File: config.mk
export PLATFORM = sky130hd
export DESIGN_NAME = midpoint_ellipse_rasterizer_flat
export DESIGN_NICKNAME = d
export VERILOG_FILES = /design/src/mer_pkg.sv /design/src/mer_if.sv /design/src/mer_mul.sv /design/src/midpoint_ellipse_rasterizer.sv /design/src/flat_wrapper.sv
export SDC_FILE = /design/constraint.sdc
export NUM_CORES = 2
export LEC_CHECK = 0
export BUFFER_PORTS_ARGS = -buffer_cell sky130_fd_sc_hd__buf_2
export CAP_MARGIN = 10
export CELL_PAD_IN_SITES_DETAIL_PLACEMENT = 1
export CELL_PAD_IN_SITES_GLOBAL_PLACEMENT = 2
export CORE_UTILIZATION = 27
export DETAILED_ROUTE_END_ITERATION = 8
export PLACE_DENSITY = 0.65
export SLEW_MARGIN = 20
export SYNTH_ARGS = -nofsm -noshare
export SYNTH_HDL_FRONTEND = slang
export SYNTH_SLANG_ARGS = --single-unit
File: constraint.sdc
create_clock -name clk -period 11.6 [get_ports clk]
set_input_delay 1.74 -clock clk [delete_from_list [all_inputs] [get_ports clk]]
set_output_delay 1.74 -clock clk [all_outputs]
set_load 0.02 [all_outputs]
File: src/mer_pkg.sv
// Shared constants for the midpoint ellipse rasteriser.
// Holds port geometry, register indexes, phase codes, output mode codes and quadrant codes.
// Has no dependencies; the top level refers to it by scoped names.
package mer_pkg;

    // Configuration port geometry.
    localparam int DATA_W      = 32;
    localparam int ADDR_W      = 3;
    localparam int REG_SEL_BIT = 2;

    // Register indexes, decoded from the word-select bit of the address.
    localparam logic REG_RADIUS_X = 1'b0;
    localparam logic REG_RADIUS_Y = 1'b1;

    // Drawing phase of the ellipse.
    localparam logic [1:0] PH_IDLE = 2'd0;
    localparam logic [1:0] PH_REG1 = 2'd1;
    localparam logic [1:0] PH_REG2 = 2'd2;
    localparam logic [1:0] PH_DONE = 2'd3;

    // Kind of result run that the output register is sending.
    localparam logic [1:0] MODE_TOP  = 2'd0;
    localparam logic [1:0] MODE_QUAD = 2'd1;
    localparam logic [1:0] MODE_END  = 2'd2;

    // Quadrant order of the four symmetric points.
    localparam logic [1:0] Q_PP = 2'd0;
    localparam logic [1:0] Q_PN = 2'd1;
    localparam logic [1:0] Q_NN = 2'd2;
    localparam logic [1:0] Q_NP = 2'd3;

endpackage

File: src/mer_if.sv
// Valid/ready channel interfaces of the midpoint ellipse rasteriser.
// mer_in_if carries the request bit, mer_out_if carries one pixel result.
// No dependencies.
interface mer_in_if;
    logic valid;
    logic ready;
    logic start_req;

    modport source (output valid, output start_req, input ready);
    modport sink (input valid, input start_req, output ready);
endinterface

interface mer_out_if #(parameter int COORD_BITS = 10);
    logic                  valid;
    logic                  ready;
    logic signed [COORD_BITS:0] point_x;
    logic signed [COORD_BITS:0] point_y;
    logic                  last;
    logic                  done_res;

    modport source (output valid, output point_x, output point_y, output last,
                    output done_res, input ready);
    modport sink (input valid, input point_x, input point_y, input last,
                  input done_res, output ready);
endinterface

File: src/mer_mul.sv
// Shared unsigned multiplier of the ellipse rasteriser, with a registered product.
// The product is truncated or zero-extended to the decision width.
// No dependencies.
module mer_mul #(
    parameter int OP_W   = 22,
    parameter int PROD_W = 48
) (
    input  logic              clk,
    input  logic [OP_W-1:0]   a,
    input  logic [OP_W-1:0]   b,
    output logic [PROD_W-1:0] prod
);

    logic [2*OP_W-1:0] full_prod;
    logic [PROD_W-1:0] prod_reg;
    logic [PROD_W-1:0] prod_next;

    assign full_prod = a * b;
    assign prod_next = PROD_W'(full_prod);
    assign prod      = prod_reg;

    always_ff @(posedge clk)
    begin
        prod_reg <= prod_next;
    end

endmodule

File: src/midpoint_ellipse_rasterizer.sv
// Midpoint ellipse rasteriser: top level with sequencer, decision datapath and APB port.
// Depends on mer_pkg, the channel interfaces in mer_if and the shared multiplier mer_mul.
//
// Usage. The radii are written through the APB port (radius_x at byte 0, radius_y at
// byte 4) while the block is idle. Each transaction on in_ch carries start_req: a one
// restarts the ellipse and returns the top point (0, radius_y); a zero advances one
// step and returns the four symmetric points (x,y), (x,-y), (-x,-y), (-x,y), with last
// on the fourth. Once y has reached zero, every advance returns (0,0) with last and
// done_res set. An advance before any start returns nothing.
// Timing. One item is worked at a time; in_ch.ready is high only while the sequencer
// is idle. Every item first squares both radii on the single shared multiplier, then
// a step updates the coordinates and slopes and then the decision, and the output
// register hands out one point per cycle while out_ch.ready is high. The step that
// enters region 2 takes longer, as the region-2 decision is rebuilt from three
// squares on the same multiplier.
// Reset puts the radii at 200 and 100, the phase at idle and drops out_ch.valid.
// When the receiver stalls, the current point holds in the output register and the
// sequencer waits; no result is lost or repeated.
module midpoint_ellipse_rasterizer #(
    parameter int COORD_BITS = 10
) (
    input  logic                           clk,
    input  logic                           rst_n,
    input  logic                           psel,
    input  logic                           penable,
    input  logic                           pwrite,
    input  logic [mer_pkg::ADDR_W-1:0]     paddr,
    input  logic [mer_pkg::DATA_W-1:0]     pwdata,
    output logic [mer_pkg::DATA_W-1:0]     prdata,
    output logic                           pready,
    mer_in_if.sink                         in_ch,
    mer_out_if.source                      out_ch
);

    // Widths: squares of a radius, slope terms 2*r^2*coord, multiplier operands
    // and the decision value, which wraps at DW bits, at most 64.
    localparam int PT_W = COORD_BITS + 1;
    localparam int SQ_W = 2 * COORD_BITS;
    localparam int SL_W = 3 * COORD_BITS + 3;
    localparam int MW   = 2 * COORD_BITS + 2;
    localparam int DW   = (4 * COORD_BITS + 8 > 64) ? 64 : 4 * COORD_BITS + 8;

    typedef logic [DW-1:0] dec_t;

    // Sequencer states.
    localparam logic [3:0] S_IDLE = 4'd0;
    localparam logic [3:0] S_RX2  = 4'd1;
    localparam logic [3:0] S_RY2  = 4'd2;
    localparam logic [3:0] S_DISP = 4'd3;
    localparam logic [3:0] S_BR   = 4'd4;
    localparam logic [3:0] S_INIT = 4'd5;
    localparam logic [3:0] S_DUPD = 4'd6;
    localparam logic [3:0] S_R2A  = 4'd7;
    localparam logic [3:0] S_R2B  = 4'd8;
    localparam logic [3:0] S_R2C  = 4'd9;
    localparam logic [3:0] S_R2D  = 4'd10;
    localparam logic [3:0] S_R2E  = 4'd11;
    localparam logic [3:0] S_R2F  = 4'd12;
    localparam logic [3:0] S_EMIT = 4'd13;
    localparam logic [3:0] S_OUT  = 4'd14;

    logic [COORD_BITS-1:0] radius_x_reg, radius_x_next;
    logic [COORD_BITS-1:0] radius_y_reg, radius_y_next;
    logic [3:0]            state_reg, state_next;
    logic [1:0]            phase_reg, phase_next;
    logic                  req_reg, req_next;
    logic [SQ_W-1:0]       rx2_reg, rx2_next;
    logic [SQ_W-1:0]       ry2_reg, ry2_next;
    logic [PT_W-1:0]       cur_x_reg, cur_x_next;
    logic [PT_W-1:0]       cur_y_reg, cur_y_next;
    logic [SL_W-1:0]       sx_reg, sx_next;
    logic [SL_W-1:0]       sy_reg, sy_next;
    dec_t                  dec_reg, dec_next;
    logic                  flag_reg, flag_next;
    logic [1:0]            mode_reg, mode_next;
    logic [1:0]            k_reg, k_next;
    logic                  out_valid_reg, out_valid_next;

    logic signed [PT_W-1:0] pt_x_reg, pt_x_next;
    logic signed [PT_W-1:0] pt_y_reg, pt_y_next;
    logic                   last_reg, last_next;
    logic                   done_reg, done_next;

    logic [MW-1:0]   mul_a;
    logic [MW-1:0]   mul_b;
    dec_t            prod;
    logic [MW-1:0]   prod_op;
    logic [MW-1:0]   prod_dbl;
    logic            cfg_write;
    logic            dec_pos;
    logic            y_zero;
    logic            sx_below;
    dec_t            term;
    logic            load_pt;
    logic [1:0]      load_k;
    logic [PT_W-1:0] neg_x;
    logic [PT_W-1:0] neg_y;

    mer_mul #(
        .OP_W   (MW),
        .PROD_W (DW)
    ) u_mul (
        .clk  (clk),
        .a    (mul_a),
        .b    (mul_b),
        .prod (prod)
    );

    // Configuration port: always ready, writes land on the access cycle.
    assign pready    = 1'b1;
    assign cfg_write = psel && penable && pwrite;

    always_comb
    begin
        unique case (paddr[mer_pkg::REG_SEL_BIT])
            mer_pkg::REG_RADIUS_X: prdata = mer_pkg::DATA_W'(radius_x_reg);
            mer_pkg::REG_RADIUS_Y: prdata = mer_pkg::DATA_W'(radius_y_reg);
            default:               prdata = '0;
        endcase
    end

    // Decision sign test: a decision of exactly zero counts as not positive.
    assign dec_pos  = (dec_reg != '0) && !dec_reg[DW-1];
    assign y_zero   = (cur_y_reg == '0);
    assign sx_below = (sx_reg < sy_reg);
    assign prod_op  = prod[MW-1:0];
    assign prod_dbl = {prod[MW-2:0], 1'b0};

    // Increment of the decision, before the scaling by four. The slopes have
    // already been updated by the previous cycle, and flag_reg records which
    // optional move took place.
    always_comb
    begin
        if (phase_reg == mer_pkg::PH_REG1)
        begin
            term = dec_t'(ry2_reg) + dec_t'(sx_reg) - (flag_reg ? dec_t'(sy_reg) : '0);
        end
        else
        begin
            term = dec_t'(rx2_reg) - dec_t'(sy_reg) + (flag_reg ? dec_t'(sx_reg) : '0);
        end
    end

    always_comb
    begin
        radius_x_next  = radius_x_reg;
        radius_y_next  = radius_y_reg;
        state_next     = state_reg;
        phase_next     = phase_reg;
        req_next       = req_reg;
        rx2_next       = rx2_reg;
        ry2_next       = ry2_reg;
        cur_x_next     = cur_x_reg;
        cur_y_next     = cur_y_reg;
        sx_next        = sx_reg;
        sy_next        = sy_reg;
        dec_next       = dec_reg;
        flag_next      = flag_reg;
        mode_next      = mode_reg;
        k_next         = k_reg;
        out_valid_next = out_valid_reg;
        mul_a          = '0;
        mul_b          = '0;
        load_pt        = 1'b0;
        load_k         = k_reg;

        if (cfg_write)
        begin
            unique case (paddr[mer_pkg::REG_SEL_BIT])
                mer_pkg::REG_RADIUS_X: radius_x_next = pwdata[COORD_BITS-1:0];
                mer_pkg::REG_RADIUS_Y: radius_y_next = pwdata[COORD_BITS-1:0];
                default:               radius_x_next = radius_x_reg;
            endcase
        end

        unique case (state_reg)
            S_IDLE:
            begin
                if (in_ch.valid)
                begin
                    req_next   = in_ch.start_req;
                    state_next = S_RX2;
                end
            end
            S_RX2:
            begin
                mul_a      = MW'(radius_x_reg);
                mul_b      = MW'(radius_x_reg);
                state_next = S_RY2;
            end
            S_RY2:
            begin
                mul_a      = MW'(radius_y_reg);
                mul_b      = MW'(radius_y_reg);
                rx2_next   = prod[SQ_W-1:0];
                state_next = S_DISP;
            end
            S_DISP:
            begin
                ry2_next   = prod[SQ_W-1:0];
                state_next = S_BR;
            end
            S_BR:
            begin
                if (req_reg)
                begin
                    mul_a      = MW'(rx2_reg);
                    mul_b      = MW'(radius_y_reg);
                    state_next = S_INIT;
                end
                else
                begin
                    case (phase_reg)
                        mer_pkg::PH_IDLE:
                        begin
                            state_next = S_IDLE;
                        end
                        mer_pkg::PH_DONE:
                        begin
                            mode_next  = mer_pkg::MODE_END;
                            state_next = S_EMIT;
                        end
                        mer_pkg::PH_REG1:
                        begin
                            if (sx_below)
                            begin
                                cur_x_next = cur_x_reg + PT_W'(1);
                                sx_next    = sx_reg + SL_W'({ry2_reg, 1'b0});
                                if (dec_pos)
                                begin
                                    cur_y_next = cur_y_reg - PT_W'(1);
                                    sy_next    = sy_reg - SL_W'({rx2_reg, 1'b0});
                                end
                                flag_next  = dec_pos;
                                state_next = S_DUPD;
                            end
                            else
                            begin
                                // Rebuild the decision for region 2 from
                                // (ry*(2x+1))^2 + (2*rx*(y-1))^2 - (2*rx*ry)^2.
                                mul_a      = MW'(radius_y_reg);
                                mul_b      = MW'({cur_x_reg, 1'b1});
                                state_next = S_R2A;
                            end
                        end
                        default:
                        begin
                            if (y_zero)
                            begin
                                phase_next = mer_pkg::PH_DONE;
                                mode_next  = mer_pkg::MODE_END;
                                state_next = S_EMIT;
                            end
                            else
                            begin
                                cur_y_next = cur_y_reg - PT_W'(1);
                                sy_next    = sy_reg - SL_W'({rx2_reg, 1'b0});
                                if (!dec_pos)
                                begin
                                    cur_x_next = cur_x_reg + PT_W'(1);
                                    sx_next    = sx_reg + SL_W'({ry2_reg, 1'b0});
                                end
                                flag_next  = !dec_pos;
                                state_next = S_DUPD;
                            end
                        end
                    endcase
                end
            end
            S_INIT:
            begin
                // prod holds rx^2 * ry here.
                cur_x_next = '0;
                cur_y_next = PT_W'(radius_y_reg);
                sx_next    = '0;
                sy_next    = SL_W'(prod << 1);
                dec_next   = (dec_t'(ry2_reg) << 2) - (prod << 2) + dec_t'(rx2_reg);
                phase_next = (radius_y_reg == '0) ? mer_pkg::PH_DONE : mer_pkg::PH_REG1;
                mode_next  = mer_pkg::MODE_TOP;
                state_next = S_EMIT;
            end
            S_DUPD:
            begin
                dec_next   = dec_reg + (term << 2);
                if (y_zero)
                begin
                    phase_next = mer_pkg::PH_DONE;
                end
                mode_next  = mer_pkg::MODE_QUAD;
                state_next = S_EMIT;
            end
            S_R2A:
            begin
                mul_a      = prod_op;
                mul_b      = prod_op;
                state_next = S_R2B;
            end
            S_R2B:
            begin
                dec_next   = prod;
                mul_a      = MW'(radius_x_reg);
                mul_b      = MW'(cur_y_reg - PT_W'(1));
                state_next = S_R2C;
            end
            S_R2C:
            begin
                mul_a      = prod_dbl;
                mul_b      = prod_dbl;
                state_next = S_R2D;
            end
            S_R2D:
            begin
                dec_next   = dec_reg + prod;
                mul_a      = MW'(radius_x_reg);
                mul_b      = MW'(radius_y_reg);
                state_next = S_R2E;
            end
            S_R2E:
            begin
                mul_a      = prod_dbl;
                mul_b      = prod_dbl;
                state_next = S_R2F;
            end
            S_R2F:
            begin
                dec_next   = dec_reg - prod;
                phase_next = mer_pkg::PH_REG2;
                state_next = S_BR;
            end
            S_EMIT:
            begin
                load_pt        = 1'b1;
                load_k         = mer_pkg::Q_PP;
                k_next         = mer_pkg::Q_PP;
                out_valid_next = 1'b1;
                state_next     = S_OUT;
            end
            S_OUT:
            begin
                if (out_ch.ready)
                begin
                    if (last_reg)
                    begin
                        out_valid_next = 1'b0;
                        state_next     = S_IDLE;
                    end
                    else
                    begin
                        k_next  = k_reg + 2'd1;
                        load_k  = k_reg + 2'd1;
                        load_pt = 1'b1;
                    end
                end
            end
            default:
            begin
                state_next = S_IDLE;
            end
        endcase
    end

    // Next point for the output register.
    assign neg_x = '0 - cur_x_reg;
    assign neg_y = '0 - cur_y_reg;

    always_comb
    begin
        pt_x_next = '0;
        pt_y_next = '0;
        last_next = 1'b1;
        done_next = 1'b1;
        case (mode_reg)
            mer_pkg::MODE_TOP:
            begin
                pt_x_next = cur_x_reg;
                pt_y_next = cur_y_reg;
                done_next = y_zero;
            end
            mer_pkg::MODE_QUAD:
            begin
                done_next = y_zero;
                case (load_k)
                    mer_pkg::Q_PP:
                    begin
                        pt_x_next = cur_x_reg;
                        pt_y_next = cur_y_reg;
                        last_next = 1'b0;
                    end
                    mer_pkg::Q_PN:
                    begin
                        pt_x_next = cur_x_reg;
                        pt_y_next = neg_y;
                        last_next = 1'b0;
                    end
                    mer_pkg::Q_NN:
                    begin
                        pt_x_next = neg_x;
                        pt_y_next = neg_y;
                        last_next = 1'b0;
                    end
                    default:
                    begin
                        pt_x_next = neg_x;
                        pt_y_next = cur_y_reg;
                        last_next = 1'b1;
                    end
                endcase
            end
            default:
            begin
                pt_x_next = '0;
                pt_y_next = '0;
            end
        endcase
    end

    always_ff @(posedge clk or negedge rst_n)
    begin
        if (!rst_n)
        begin
            radius_x_reg  <= COORD_BITS'(200);
            radius_y_reg  <= COORD_BITS'(100);
            state_reg     <= S_IDLE;
            phase_reg     <= mer_pkg::PH_IDLE;
            req_reg       <= 1'b0;
            rx2_reg       <= '0;
            ry2_reg       <= '0;
            cur_x_reg     <= '0;
            cur_y_reg     <= '0;
            sx_reg        <= '0;
            sy_reg        <= '0;
            dec_reg       <= '0;
            flag_reg      <= 1'b0;
            mode_reg      <= mer_pkg::MODE_END;
            k_reg         <= mer_pkg::Q_PP;
            out_valid_reg <= 1'b0;
        end
        else
        begin
            radius_x_reg  <= radius_x_next;
            radius_y_reg  <= radius_y_next;
            state_reg     <= state_next;
            phase_reg     <= phase_next;
            req_reg       <= req_next;
            rx2_reg       <= rx2_next;
            ry2_reg       <= ry2_next;
            cur_x_reg     <= cur_x_next;
            cur_y_reg     <= cur_y_next;
            sx_reg        <= sx_next;
            sy_reg        <= sy_next;
            dec_reg       <= dec_next;
            flag_reg      <= flag_next;
            mode_reg      <= mode_next;
            k_reg         <= k_next;
            out_valid_reg <= out_valid_next;
        end
    end

    // Output payload register; it only changes when a new point is loaded.
    always_ff @(posedge clk)
    begin
        if (load_pt)
        begin
            pt_x_reg <= pt_x_next;
            pt_y_reg <= pt_y_next;
            last_reg <= last_next;
            done_reg <= done_next;
        end
    end

    assign in_ch.ready     = (state_reg == S_IDLE);
    assign out_ch.valid    = out_valid_reg;
    assign out_ch.point_x  = pt_x_reg;
    assign out_ch.point_y  = pt_y_reg;
    assign out_ch.last     = last_reg;
    assign out_ch.done_res = done_reg;

    // The block never takes a new request while a result is still on offer.
    a_ready_excl: assert property (@(posedge clk) disable iff (!rst_n)
        in_ch.ready |-> !out_ch.valid)
        else $error("request accepted while a result is pending");

    // A run ends with its last point: valid drops straight after it is taken.
    a_last_drop: assert property (@(posedge clk) disable iff (!rst_n)
        (out_ch.valid && out_ch.ready && out_ch.last) |=> !out_ch.valid)
        else $error("result still offered after the last point of the run");

    // A completed ellipse is only reported on the x axis.
    a_done_axis: assert property (@(posedge clk) disable iff (!rst_n)
        (out_ch.valid && out_ch.done_res) |-> (out_ch.point_y == '0))
        else $error("done reported away from y equal to zero");

    // Rebuilding the decision always leaves the sequencer in region 2.
    a_reg2_entry: assert property (@(posedge clk) disable iff (!rst_n)
        (state_reg == S_R2F) |=> (phase_reg == mer_pkg::PH_REG2 && state_reg == S_BR))
        else $error("region 2 entry did not switch the phase");

endmodule
File: src/flat_wrapper.sv
// flat-port wrapper written by rule: the top's interface ports become plain ports
module midpoint_ellipse_rasterizer_flat 
#(
    parameter int COORD_BITS = 10
)
  (clk, rst_n, psel, penable, pwrite, paddr, pwdata, prdata, pready, in_ch_valid, in_ch_start_req, in_ch_ready, out_ch_valid, out_ch_point_x, out_ch_point_y, out_ch_last, out_ch_done_res, out_ch_ready);
  mer_in_if in_ch_i ();
  mer_out_if #(.COORD_BITS(COORD_BITS)) out_ch_i ();
  input  logic clk;
  input  logic rst_n;
  input  logic psel;
  input  logic penable;
  input  logic pwrite;
  input  logic [mer_pkg::ADDR_W-1:0] paddr;
  input  logic [mer_pkg::DATA_W-1:0] pwdata;
  output logic [mer_pkg::DATA_W-1:0] prdata;
  output logic pready;
  input wire logic [$bits(in_ch_i.valid)-1:0] in_ch_valid;
  input wire logic [$bits(in_ch_i.start_req)-1:0] in_ch_start_req;
  output wire logic [$bits(in_ch_i.ready)-1:0] in_ch_ready;
  output wire logic [$bits(out_ch_i.valid)-1:0] out_ch_valid;
  output wire logic [$bits(out_ch_i.point_x)-1:0] out_ch_point_x;
  output wire logic [$bits(out_ch_i.point_y)-1:0] out_ch_point_y;
  output wire logic [$bits(out_ch_i.last)-1:0] out_ch_last;
  output wire logic [$bits(out_ch_i.done_res)-1:0] out_ch_done_res;
  input wire logic [$bits(out_ch_i.ready)-1:0] out_ch_ready;
  assign in_ch_i.valid = in_ch_valid;
  assign in_ch_i.start_req = in_ch_start_req;
  assign in_ch_ready = in_ch_i.ready;
  assign out_ch_valid = out_ch_i.valid;
  assign out_ch_point_x = out_ch_i.point_x;
  assign out_ch_point_y = out_ch_i.point_y;
  assign out_ch_last = out_ch_i.last;
  assign out_ch_done_res = out_ch_i.done_res;
  assign out_ch_i.ready = out_ch_ready;
  midpoint_ellipse_rasterizer #(.COORD_BITS(COORD_BITS)) u_core (.clk(clk), .rst_n(rst_n), .psel(psel), .penable(penable), .pwrite(pwrite), .paddr(paddr), .pwdata(pwdata), .prdata(prdata), .pready(pready), .in_ch(in_ch_i), .out_ch(out_ch_i));
endmodule
==> out/summary.md <==
The worst setup path is captured at a flop. The actual transition at the worst max-transition pin is 1.324 ns. In this run the cell area of the synthesized design comes to 45,170 sq um. The total track usage was 20.45%; the buffer levels on the longest clock path was 3. TritonCTS built the clock tree.

For this run, the number of Yosys warnings is 0. Derived from the worst setup path, the maximum achievable clock frequency is 0.09177 GHz. The worst-case headroom to the max-slew limit is 10.92%.

In the routed design, unresolved DRC markers number 0. The max-capacitance violation count came out at 0. For the finished layout, the period the worst path requires is 10.90 ns. The routed layout has 39,890 vias.

CTS placed an instance of sky130_fd_sc_hd__clkbuf_16 at the clock tree root. In the routed layout, each cell is associated on average with a via count of 5.123. Share of the clock period used by the worst path: 93.94%. Counting flops and latches in the post-synthesis netlist gives 275. The class of the most critical setup path was reg -> reg.

The maximum fanout count along the critical path came out at 36. In this run the remaining antenna-violating nets after routing total 0. The post-synthesis cell type with the largest combined area is sky130_fd_sc_hd__fa_1. The flow ran to the end, and the final reports show no timing, DRC or antenna violations. The arrival time reported for the critical path endpoint came out at 11.43 ns. The first TritonRoute pass finished after 7 iterations.

For the sum of overflow across all layers after global routing, the log shows 0. The tree built by TritonCTS fans out to 275 sinks. The number of buffers inserted by hold repair at cts is 0. After detailed routing, the average wire length per cell comes to 22.32 um. The logs give 0 for the total count of max-transition violations in the final report and 173,800 um for the wire length after detailed routing. The run gives 0.8836 as the routability-driven placement congestion ratio.

Setup repair after global routing left no endpoint under its margin. The launching element type of the critical path is a flop. The highest-delay cell along the critical path was sky130_fd_sc_hd__fa_1.

The clock transition at the registers of the reported paths works out to 0.05 ns. The signed area change from the synthesized netlist to the final layout came out at 9.711%. In this run the worst hold path is classified as reg -> reg.

The logs give 0 for the number of failing setup endpoints in the final timing report and 165,500 sq um for the total core area. Most used flip-flop cell after synthesis: sky130_fd_sc_hd__dfrtp_1. The net count of the finished layout is 6,489. Data on the critical path is required at its endpoint by 12.13 ns. By area the synthesized netlist is led by sky130_fd_sc_hd__fa_1, sky130_fd_sc_hd__ha_1, sky130_fd_sc_hd__dfrtp_1. The tools report the half-perimeter wire length after detailed placement as 143,300 um. The clock latency of the later-clocked register in the worst-skew pair is 0.62 ns, and the total of buffers placed on input and output ports is 54. Clock skew on the completed layout was measured at 0.02714 ns. The average instance in the mapped netlist occupies 8.061 sq um.

The logs give 2 for the total number of H-tree levels and 0 for the number of antenna repair diodes. The register with the most flip-flops in the layout has 48 of them. The total routed wire length on the met1 layer was 82,630 um. The cell class contributing the biggest share of worst-path delay was adder cells. In the final layout, the share of cells above drive strength 1 is 6.556%. Summed over all nets, wire length on met3 after detailed routing comes to 5795 um.

The die boundary width is 411.0 um, and the initial antenna violation count is 2. The run gives 91 as the number of library cell types mapped by synthesis. Routed signal wires occupy layers up through met5. Sequential elements use 15.03% of the synthesized area. Entering global routing, the biggest net connects 71 pins.

The number of global-route vias before repair is 42,350, and the buffer count from post-CTS setup fixing is 0. The final hold violation count is 0. The share of Yosys cell area claimed by the top area cell type is 17.90%, and the count of routing violations after the opening detailed-route iteration is 2,226. The fraction of registers with async set or reset after synthesis works out to 75.27%. Post-CTS repair changed the size of 0 cells. Number of enable-type register cells in the synthesized netlist: 24. 102 I/O pins were placed. In this run the core area contains 149 standard-cell rows. Counting every instance in the synthesized netlist gives 5,604.

Once the floorplan was initialized, standard cells occupied 27.29% of the core. For the sum of negative setup slack, the log shows 0 ns. The y dimension of the die is 411.0 um, and the wire length of the first global-routing pass is 267,000 um. Overall die area: 168,900 sq um. The sum of buffers and inverters on the critical path works out to 10. Buffers inserted during clock tree synthesis total 41. The worst stage delay on the critical path was 0.59 ns. Wire segments on met2 add up to 81,400 um in the final route.
## per-layer routing
metal	up-vias	global-route usage [%]
li1	19000	-
met1	20100	28.08
met2	640	34.53
met3	153	1.858
met4	2	4.621
met5	-	0
## area by class of cell
cell class	count	area, sq um
fillers	19850	116000
flip-flops and latches	275	6792
clock inverters	24	245.2
multi-input cells	4376	34840
repair buffers	170	1171
clock buffers	51	1134
well taps	2189	2739
inverters	702	2635
## layout by cell type (no fill, tap or decap), drive strengths merged, types with 133 or more instances in the layout
master,n
fa,404
buf,170
o21ai,270
nand2,631
inv,704
ha,476
xor2,145
a21oi,355
a21o,133
nor2,471
xnor2,251
dfrtp,200
## synth_stat cells (all sizes together), types with 11 or more instances
cell / n
o22ai: 15
a221o: 27
a22o: 18
a211oi: 43
nor2: 471
nand2: 631
buf: 44
a21oi: 355
nor2b: 47
nor4: 43
dfxtp: 44
o41ai: 16
nand2b: 53
a22oi: 11
a31oi: 51
mux2: 51
inv: 699
nand4: 42
a221oi: 55
nor3: 113
or3: 50
a21o: 133
o21bai: 28
a211o: 14
nand3: 90
a222oi: 17
o211ai: 26
xor2: 145
o31ai: 41
o221ai: 19
o31a: 13
o21ai: 270
ha: 476
or2: 17
o21a: 72
fa: 404
clkbuf: 229
and3: 39
a21boi: 12
xnor2: 251
and2: 65
dfrtp: 200
edfxtp: 24
## path summary, 6_finish.rpt
path	start	endpoint	slack [ns]	cells past startpoint
max in group asynchronous	rst_n	u_core.dec_reg[0]	8.82	3
worst max-delay path	u_core.sy_reg[23]	u_core.u_mul.prod[38]	0.70	41
worst min-delay path	u_core.sy_reg[1]	u_core.sy_reg[1]	0.53	2
worst max register to register	u_core.sy_reg[23]	u_core.u_mul.prod[38]	0.70	41
min in group asynchronous	rst_n	u_core.sx_reg[23]	1.02	1
worst min register to register	u_core.sy_reg[1]	u_core.sy_reg[1]	0.53	2
## worst min-delay path, cell delays in order (launching register included)
cell and delay, ns:
sky130_fd_sc_hd__dfrtp_1 0.37, sky130_fd_sc_hd__nand2_1 0.05, sky130_fd_sc_hd__o21ai_0 0.07
## metrics by stage
step / hold WS [ns] / area (sq um) / worst slack, ns / cells / utilization, %
final: 0.5305 / 49560 / 0.7031 / 7787 / 29.94
after global routing: 0.5683 / 49560 / 0.03792 / 7787 / 29.94
after global placement: 0.5074 / 48170 / 0.7869 / 7712 / 29.09
after CTS: 0.5422 / 49550 / 0.6428 / 7787 / 29.93
after detailed placement: 0.5293 / 48170 / 0.6811 / 7712 / 29.10
after floorplan: 0.4717 / 45250 / 1.599 / 5626 / -
## cells by family (layout without fill, tap and decap cells)
family	after synthesis	count (layout)	share of synthesized area, %
AND/OR/NAND/NOR	1692	1692	17.01
AO/OA/AOI/OAI	1323	1323	19.33
buffers and inverters	975	947	8.359
adder cells (fa/ha/maj)	880	880	31.09
XOR/XNOR	396	396	7.678
flip-flops	275	275	15.03
multiplexers	61	61	1.493
other	2	24	0.01663
Power is not shown: default switching activity piles up to over one toggle a cycle in this logic, so the estimate is an artifact.
